--- config.mk ---
export PLATFORM = sky130hd
export DESIGN_NAME = cubic_smoothstep_core
export DESIGN_NICKNAME = d
export VERILOG_FILES = /design/src/rtl/core/cs_pkg.sv /design/src/rtl/core/cs_front.sv /design/src/rtl/core/cs_fifo.sv /design/src/rtl/core/cs_back.sv /design/src/rtl/core/cubic_smoothstep_core.sv
export SDC_FILE = /design/constraint.sdc
export NUM_CORES = 2
export LEC_CHECK = 0
export ABC_AREA = 1
export BUFFER_PORTS_ARGS = -buffer_cell sky130_fd_sc_hd__buf_2
export CAP_MARGIN = 20
export CORE_ASPECT_RATIO = 0.9
export CORE_MARGIN = 8
export CORE_UTILIZATION = 50
export DETAILED_ROUTE_END_ITERATION = 10
export GPL_TIMING_DRIVEN = 0
export PLACE_DENSITY = 0.65
export SYNTH_ARGS = -nofsm -noshare
export SYNTH_HDL_FRONTEND = slang
export SYNTH_SLANG_ARGS = --single-unit
--- constraint.sdc ---
create_clock -name clk -period 94.1 [get_ports clk]
set_clock_uncertainty 0.15 [all_clocks]
set_input_delay 14.115 -clock clk [delete_from_list [all_inputs] [get_ports clk]]
set_output_delay 14.115 -clock clk [all_outputs]
set_load 0.005 [all_outputs]
--- src/rtl/core/cs_pkg.sv ---
// ----------------------------------------------------------------------------
// cs_pkg: shared types, constants and a function for the cubic smoothstep core
// The queue entry layout, pipeline stage records and the divider step.
// ----------------------------------------------------------------------------
package cs_pkg;

  localparam int QDepth = 4;
  localparam int QPtrW  = $clog2(QDepth);
  localparam int QCntW  = QPtrW + 1;

  // quotient bits of t = (x-a)*2^16/(b-a), one per divider stage
  localparam int TBits  = 16;

  localparam logic [16:0] OneQ16   = 17'h10000;
  localparam logic [17:0] ThreeQ16 = 18'd196608;

  // one classified request waiting for the back end
  typedef struct packed {
    logic        mid;   // a <= x < b: needs the divide and polynomial
    logic        one;   // a <= x and x >= b: saturate to 1.0
    logic [31:0] offs;  // x - a
    logic [31:0] span;  // b - a
  } cs_item_t;

  typedef struct packed {
    logic full;
    logic nonempty;
  } cs_q_stat_t;

  // one divider stage's record
  typedef struct packed {
    logic             mid;
    logic             one;
    logic [31:0]      rem;
    logic [31:0]      span;
    logic [TBits-1:0] quot;
  } cs_div_t;

  // restoring division step: returns {quotient bit, new remainder}; rem < span
  function automatic logic [32:0] cs_div_step(input logic [31:0] rem,
                                              input logic [31:0] span);
    logic [32:0] sh;
    logic [33:0] df;
    logic        ge;
    sh = {rem, 1'b0};
    df = {1'b0, sh} - {2'b00, span};
    ge = ~df[33];
    return {ge, (ge ? df[31:0] : sh[31:0])};
  endfunction

endpackage

--- src/rtl/core/cs_front.sv ---
// ----------------------------------------------------------------------------
// cs_front: request intake and classification
// Compares the sample against both edges and forms the differences.
// ----------------------------------------------------------------------------
module cs_front (
  input  logic                  in_valid,
  output logic                  in_stall,
  input  logic signed [31:0]    in_lower_edge,
  input  logic signed [31:0]    in_upper_edge,
  input  logic signed [31:0]    in_sample,
  input  cs_pkg::cs_q_stat_t    q_stat,
  output logic                  push,
  output cs_pkg::cs_item_t      push_item
);

  logic        below;
  logic        above;
  logic [32:0] dist_w;
  logic [32:0] span_w;

  always_comb begin
    below  = in_sample < in_lower_edge;
    above  = in_sample >= in_upper_edge;
    dist_w = {in_sample[31], in_sample} - {in_lower_edge[31], in_lower_edge};
    span_w = {in_upper_edge[31], in_upper_edge} - {in_lower_edge[31], in_lower_edge};
  end

  assign in_stall = q_stat.full;
  assign push     = in_valid && !q_stat.full;

  // below-lower-edge wins over at-or-above-upper-edge
  always_comb begin
    push_item.mid  = !below && !above;
    push_item.one  = !below && above;
    push_item.offs = dist_w[31:0];
    push_item.span = span_w[31:0];
  end

endmodule

--- src/rtl/core/cs_fifo.sv ---
// ----------------------------------------------------------------------------
// cs_fifo: short request queue between front and back end
// Lets the intake keep taking requests while the back end is held.
// ----------------------------------------------------------------------------
module cs_fifo (
  input  logic                clk,
  input  logic                rst_n,
  input  logic                wr,
  input  cs_pkg::cs_item_t    wr_item,
  input  logic                rd,
  output cs_pkg::cs_item_t    rd_item,
  output cs_pkg::cs_q_stat_t  stat
);

  cs_pkg::cs_item_t              mem_r [cs_pkg::QDepth];
  logic [cs_pkg::QPtrW-1:0]      wp_r, wp_nxt;
  logic [cs_pkg::QPtrW-1:0]      rp_r, rp_nxt;
  logic [cs_pkg::QCntW-1:0]      cnt_r, cnt_nxt;
  logic                          do_wr;
  logic                          do_rd;

  assign stat.full     = cnt_r == cs_pkg::QCntW'(cs_pkg::QDepth);
  assign stat.nonempty = cnt_r != '0;
  assign rd_item       = mem_r[rp_r];

  always_comb begin
    do_wr   = wr && !stat.full;
    do_rd   = rd && stat.nonempty;
    wp_nxt  = do_wr ? wp_r + 1'b1 : wp_r;
    rp_nxt  = do_rd ? rp_r + 1'b1 : rp_r;
    cnt_nxt = cnt_r;
    if (do_wr && !do_rd) begin
      cnt_nxt = cnt_r + 1'b1;
    end else if (!do_wr && do_rd) begin
      cnt_nxt = cnt_r - 1'b1;
    end
  end

  always_ff @(posedge clk) begin
    if (!rst_n) begin
      wp_r  <= '0;
      rp_r  <= '0;
      cnt_r <= '0;
    end else begin
      wp_r  <= wp_nxt;
      rp_r  <= rp_nxt;
      cnt_r <= cnt_nxt;
    end
  end

  always_ff @(posedge clk) begin
    if (do_wr) begin
      mem_r[wp_r] <= wr_item;
    end
  end

endmodule

--- src/rtl/core/cs_back.sv ---
// ----------------------------------------------------------------------------
// cs_back: divide and Hermite polynomial pipeline
// 16 one-bit divider stages, then t*t and t2*(3-2t), then the output register.
// ----------------------------------------------------------------------------
module cs_back (
  input  logic                clk,
  input  logic                rst_n,
  input  cs_pkg::cs_q_stat_t  q_stat,
  input  cs_pkg::cs_item_t    q_item,
  output logic                q_pop,
  output logic                out_valid,
  input  logic                out_stall,
  output logic [16:0]         out_smooth_value
);

  localparam int TB = cs_pkg::TBits;

  cs_pkg::cs_div_t   div_r   [TB];
  cs_pkg::cs_div_t   div_nxt [TB];
  logic [TB-1:0]     dv_r, dv_nxt;

  logic              m1v_r;
  logic              m1_mid_r;
  logic              m1_one_r;
  logic [TB-1:0]     m1_t_r;
  logic [TB-1:0]     m1_t2_r;
  logic [31:0]       sq;

  logic              out_valid_r;
  logic [16:0]       out_value_r;
  logic [17:0]       k;
  logic [33:0]       poly;
  logic [16:0]       value_nxt;

  logic              en;
  logic [32:0]       st [TB];

  // whole pipeline advances unless a result is held at the output
  assign en    = !out_valid_r || !out_stall;
  assign q_pop = en && q_stat.nonempty;

  always_comb begin
    st[0]           = cs_pkg::cs_div_step(q_item.offs, q_item.span);
    dv_nxt[0]       = q_stat.nonempty;
    div_nxt[0].mid  = q_item.mid;
    div_nxt[0].one  = q_item.one;
    div_nxt[0].span = q_item.span;
    div_nxt[0].rem  = st[0][31:0];
    div_nxt[0].quot = {{(TB-1){1'b0}}, st[0][32]};
    for (int i = 1; i < TB; i++) begin
      st[i]           = cs_pkg::cs_div_step(div_r[i-1].rem, div_r[i-1].span);
      dv_nxt[i]       = dv_r[i-1];
      div_nxt[i].mid  = div_r[i-1].mid;
      div_nxt[i].one  = div_r[i-1].one;
      div_nxt[i].span = div_r[i-1].span;
      div_nxt[i].rem  = st[i][31:0];
      div_nxt[i].quot = {div_r[i-1].quot[TB-2:0], st[i][32]};
    end
  end

  always_comb begin
    sq        = {16'b0, div_r[TB-1].quot} * {16'b0, div_r[TB-1].quot};
    k         = cs_pkg::ThreeQ16 - {1'b0, m1_t_r, 1'b0};
    poly      = {18'b0, m1_t2_r} * {16'b0, k};
    value_nxt = m1_mid_r ? poly[32:16] : (m1_one_r ? cs_pkg::OneQ16 : 17'd0);
  end

  always_ff @(posedge clk) begin
    if (!rst_n) begin
      dv_r        <= '0;
      m1v_r       <= 1'b0;
      out_valid_r <= 1'b0;
    end else if (en) begin
      dv_r        <= dv_nxt;
      m1v_r       <= dv_r[TB-1];
      out_valid_r <= m1v_r;
    end
  end

  always_ff @(posedge clk) begin
    if (en) begin
      for (int i = 0; i < TB; i++) begin
        div_r[i] <= div_nxt[i];
      end
      m1_mid_r    <= div_r[TB-1].mid;
      m1_one_r    <= div_r[TB-1].one;
      m1_t_r      <= div_r[TB-1].quot;
      m1_t2_r     <= sq[31:16];
      out_value_r <= value_nxt;
    end
  end

  assign out_valid        = out_valid_r;
  assign out_smooth_value = out_value_r;

endmodule

--- src/rtl/core/cubic_smoothstep_core.sv ---
// ----------------------------------------------------------------------------
// cubic_smoothstep_core: fixed-point cubic smoothstep (3t^2 - 2t^3)
// Takes a lower edge, an upper edge and a sample in signed Q16.16 and returns
// the smoothstep of the sample in unsigned Q1.16, with 65536 meaning 1.0.
// ----------------------------------------------------------------------------
// Throughput is one request per clock while no result is held by out_stall.
// A request passes from the 4-entry request queue through the bit-per-stage
// divider that forms t and the t*t multiplier stage, and then
// t2*(3-2t) is formed into the output register. While a result is held
// by out_stall the back pipeline freezes as a whole; requests keep being
// accepted until the queue fills, then in_stall rises.
module cubic_smoothstep_core (
  input  logic               clk,
  input  logic               rst_n,
  input  logic               in_valid,
  output logic               in_stall,
  input  logic signed [31:0] in_lower_edge,
  input  logic signed [31:0] in_upper_edge,
  input  logic signed [31:0] in_sample,
  output logic               out_valid,
  input  logic               out_stall,
  output logic [16:0]        out_smooth_value
);

  cs_pkg::cs_q_stat_t q_stat;
  cs_pkg::cs_item_t   push_item;
  cs_pkg::cs_item_t   head_item;
  logic               push;
  logic               pop;

  cs_front u_front (
    .in_valid      (in_valid),
    .in_stall      (in_stall),
    .in_lower_edge (in_lower_edge),
    .in_upper_edge (in_upper_edge),
    .in_sample     (in_sample),
    .q_stat        (q_stat),
    .push          (push),
    .push_item     (push_item)
  );

  cs_fifo u_fifo (
    .clk     (clk),
    .rst_n   (rst_n),
    .wr      (push),
    .wr_item (push_item),
    .rd      (pop),
    .rd_item (head_item),
    .stat    (q_stat)
  );

  cs_back u_back (
    .clk              (clk),
    .rst_n            (rst_n),
    .q_stat           (q_stat),
    .q_item           (head_item),
    .q_pop            (pop),
    .out_valid        (out_valid),
    .out_stall        (out_stall),
    .out_smooth_value (out_smooth_value)
  );

endmodule

==> Word level (Yosys, flattened, before mapping) <==
Memories as Yosys holds them, arrays and structs flattened. A register that Yosys moved wholly into a read port is not among the register bits.
Index checks and enable logic that the tools add are counted.
{ "word_totals": {"register_bits": 76, "ram_bits": 1576, "elab_cells": 101, "n_memories": 2} }
{ "mem_list": {"columns": ["memory", "depth", "width", "rd", "rd_clocked_by_memory_dff", "write_ports", "line", "source"], "rows": [
  ["u_back.div_r", 16, 82, 16, 0, 16, "cs_back.sv:18", "cs_pkg::cs_div_t div_r [TB];"],
  ["u_fifo.mem_r", 4, 66, 1, 1, 1, "cs_fifo.sv:15", "cs_pkg::cs_item_t mem_r [cs_pkg::QDepth];"]
]} }
{ "classes": {"addsub": 23, "n_mul": 2, "n_lt_le_gt_ge": 2, "n_eq_ne": 1, "muxes": 26, "n_bitwise": 16, "n_reduce_logical": 18} }
{ "ops": {"columns": ["op", "count"], "rows": [
  ["subtractor 33 x 32 -> 34 bit", 16],
  ["2-to-1 mux 32 bit", 16],
  ["subtractor 32 bit", 2],
  ["2-to-1 mux 17 bit", 2],
  ["multiplier 16 x 18 -> 33 bit", 1],
  ["greater-or-equal comparator 32 bit", 1],
  ["less-than comparator 32 bit", 1],
  ["multiplier 16 x 16 -> 32 bit", 1],
  ["subtractor 18 x 17 -> 18 bit, first input constant", 1],
  ["NOT 1 bit", 16],
  ["logical AND 1 bit", 8],
  ["logical NOT 1 bit", 7],
  ["2-to-1 mux 3 bit", 2],
  ["adder 2 x 1 -> 2 bit, second input constant", 2],
  ["2-to-1 mux 1 bit", 4],
  ["2-to-1 mux 2 bit", 2],
  ["adder 3 x 1 -> 3 bit, second input constant", 1],
  ["== test 3 bit, second input constant", 1],
  ["nonzero test 3 bit", 1],
  ["subtractor 3 x 1 -> 3 bit, second input constant", 1],
  ["nonzero test 2 bit", 1],
  ["logical OR 1 bit", 1]
]} }

==> Depth between registers and ports, before layout <==
{ "depth": {"ltp_word": 8, "ltp_mapped": 36, "ltp_nobuf": 34} }

==> Cells and area by module <==
Synthesis repeated with hierarchy kept, for this count alone.
{ "unflattened": {"cells_unflattened": 13783, "hier_area_um2": 111991.2} }
{ "by_module_without_submodules": {"columns": ["mod", "instances", "cells_each", "area_each_um2"], "rows": [
  ["cs_back", 1, 12211, 96327.4],
  ["cs_fifo", 1, 707, 10877.9],
  ["cs_front", 1, 865, 4785.8]
]} }

==> Worst setup path after synthesis <==
Ideal clock, no wire load.
{ "synth_path": {"path_type": "input to register", "start": "in out_stall", "end": "mem u_back.div_r[0][0] (netlist name) (enable)", "setup_time_ps": 2000, "t_arrival_ps": 46067, "required_time_ps": 91950, "setup_slack_ps": 45883, "path_stages": 2, "path_cell_list": "nand2_1 -> clkbuf_1"} }
{ "synth_rtl": {"columns": ["element", "line", "source"], "rows": [
  ["from (decl)", "cubic_smoothstep_core.sv:21", "input logic out_stall,"],
  ["to (decl)", "cs_back.sv:18", null]
]} }

==> flow_summary.json <==
{
  "cts_hold_buffers": 0,
  "port_buffers": 118,
  "drc": 0,
  "period_share_pct": 17.9,
  "cp-endpoint": "u_back.div_r[7][64]$_DFFE_PN_",
  "chipWidth_um": 501,
  "cts.sinks": 1470,
  "fin_area_sq_um": 116000,
  "reg2regPathDepth": 32,
  "routedWlPerCell_um": 21.3,
  "r2r-start": "u_back.m1_t_r[0]$_DFFE_PN_",
  "synth-main-ff-cell": "edfxtp_1",
  "num_rows": 160,
  "path_cells": "buf_2, nand2_1, clkbuf_4, buf_16, buf_12, buf_16, buf_16, buf_16, buf_16",
  "crit_buf_inv": 8,
  "grt_setup_unrepaired": "no",
  "synth.avg_cell_area_sq_um": 8.49,
  "final_layout_size_suffix_gt1_share_pct": 4.58,
  "cp-startpoint": "out_stall",
  "first_global_vias": 84897,
  "clk_pin_slew_ps": 60,
  "place_congestion": 0.994,
  "synth_cell_types": 51,
  "grtUsageTotal_pct": 28.7,
  "holdWs_ps": 209,
  "ctsResizeCount": 0,
  "synthArstFlopShare_pct": 0,
  "postLayoutCoreUtil_pct": 55.2,
  "cts-root-buf": "clkbuf_16",
  "finalCriticalPeriod_ps": 16850,
  "htree_levels": 4,
  "worst_ep_required_time_ps": 94440,
  "hold_depth": 0,
  "maxSlewViolCount": 0,
  "critPathCaptureType": "flop",
  "area_growth_pct": 9.89,
  "crit_fanout": 70,
  "cts_buffers": 163,
  "yosysWarnings": 0,
  "max_stage_delay_ps": 560,
  "grt_pass1_wl_mm": 503,
  "place_area_sq_um": 111000,
  "r2r_slack_ps": 85770,
  "hold_path.class": "flop to flop",
  "grt_overflow": 0,
  "die_area_sq_um": 227000,
  "cts_buffer_depth": 3,
  "finalHoldViolCount": 0,
  "synth_top_area_cell": "edfxtp_1",
  "slew-limit-headroom_pct": 29.8,
  "finalWirelength_mm": 335,
  "grt_antenna_before_repair": 6,
  "cp-start-kind": "primary input",
  "crit_top_cell": "buf_16",
  "r2r-end": "u_back.out_smooth_value[8]$_SDFFCE_PN0N_",
  "synth_area_leaders": "edfxtp_1, ha_1, nand2_1",
  "cts_setup_buffers": 0,
  "die_y_um": 453,
  "yosysSeqAreaShare_pct": 41.4,
  "initial_core_util_pct": 50.2,
  "core_area_sq_um": 211000,
  "path_depth": 9,
  "crit_family": "buffers and inverters",
  "fin_tns_setup_ps": 0,
  "dp_hpwl_mm": 273,
  "critPathKind": "primary input to flop",
  "avgViaCountPerCell": 5.53,
  "synth_edf_count": 1443,
  "clk-insertion-delay-late_ps": 850,
  "critical-path-slowest-cell": "clkbuf_4",
  "status": "completed",
  "setup_violations": 0,
  "cts_tree": "built",
  "grt_max_degree": 75,
  "arrival_ps": 17190,
  "syn_inst": 12479,
  "synth_area_sq_um": 106000,
  "worst_slew_pin_slew_ps": 1050,
  "io_pins": 119,
  "drt-initial-drc-count": 8067,
  "fmax_mhz": 59.4,
  "drtAntennaViolNets": 0,
  "vias": 87091,
  "ys_ff_latch": 1470,
  "synth_nets": 13756,
  "fin_nets": 14065,
  "cap_violations": 0,
  "drt_pre_antenna_iters": 8,
  "synth_top_area_share_pct": 40.9
}
==> flip-flops by register name, summed over array words and instances, names as in the netlist, 2 cells and up, named ones only <==
| signal | flops |
|---|---|
| u_back.out_smooth_value | 17 |
| u_back.m1_t2_r | 16 |
| u_back.m1_t_r | 16 |
| u_fifo.rp_r | 2 |
| u_fifo.wp_r | 2 |
| u_back.div_r | 1128 |
| u_fifo.cnt_r | 3 |
| u_back.dv_r | 16 |
| u_fifo.mem_r | 264 |
==> cells in the final DEF, fill, tap and decap left out, drive strengths merged, types with 2 or more instances in the layout <==
cell      count
fa          387
nor2       1401
a21oi      1072
o211ai       10
nand2      2544
xnor2       231
bufinv       21
and2          4
xor2        132
inv        2215
nor3        111
or2          29
nand3       742
a21boi       44
o21ai       526
and3         23
clkinvlp      8
buf         242
clkinv       65
ha          790
o2111ai       2
nor4         21
a32oi        35
a21o        103
o221ai        4
nand3b       78
o22ai        29
dfxtp        27
edfxtp     1443
nand4        87
o21bai      121
o21a         21
a31oi        49
clkbuf      293
==> synth_stat cells, types with 101 or more instances <==
library cell  instances
nand2_1            2538
inv_1              2194
edfxtp_1           1443
nor2_1             1375
a21oi_1            1050
ha_1                790
nand3_1             726
o21ai_0             516
fa_1                387
xnor2_1             231
xor2_1              132
o21bai_1            121
nor3_1              109
a21o_1              103
clkbuf_1            101
==> metal layers <==
metal	share of wire (%)	vias up	global-route usage, %
met5	0.0039	-	0
met4	3.6	2	9.25
met3	6.8	576	3.61
met2	44	3261	45.8
met1	45	41489	40.8
li1	-	41763	-
==> worst min-delay path by stage <==
stage	start	endpoint
floorplan	u_back.div_r[9][9]$_DFFE_PN_	u_back.div_r[10][10]$_DFFE_PN_
global placement	u_back.div_r[3][3]$_DFFE_PN_	u_back.div_r[4][4]$_DFFE_PN_
detailed placement	u_back.div_r[10][0]$_DFFE_PN_	u_back.div_r[11][1]$_DFFE_PN_
CTS	u_back.div_r[14][1]$_DFFE_PN_	u_back.div_r[15][2]$_DFFE_PN_
global route	u_back.div_r[14][1]$_DFFE_PN_	u_back.div_r[15][2]$_DFFE_PN_
finish	u_back.div_r[14][1]$_DFFE_PN_	u_back.div_r[15][2]$_DFFE_PN_
==> logic make-up (layout without fill, tap and decap cells) <==
kind of cell	after synthesis	in the layout	share of synthesized area, %
XOR/XNOR	363	363	3.00
AO/OA/AOI/OAI	2018	2018	10.6
flip-flops	1470	1470	41.4
AND/OR/NAND/NOR	5042	5042	19.7
buffers and inverters	2409	2844	8.68
adder cells (fa/ha/maj)	1177	1177	16.6
other	0	1	0
==> through the flow <==
step,setup slack [ps],std cells
final,77250,15750
after CTS,77320,15749
after global placement,34710,15432
after detailed placement,76420,15458
after floorplan,45880,12479
after global routing,77070,15749
==> cell type report <==
type / instances / area [sq um]
diodes: 1 / 2.50
plain buffers: 200 / 906
clock buffers: 191 / 4200
clock inverters: 100 / 1450
fillers: 19831 / 94600
inverters: 2209 / 8290
multi-input cells: 8600 / 52900
flip-flops and latches: 1470 / 43900
well taps: 2835 / 3550
repair buffers: 144 / 1250
Power is not shown: default switching activity piles up to over one toggle a cycle in this logic, so the estimate is an artifact.
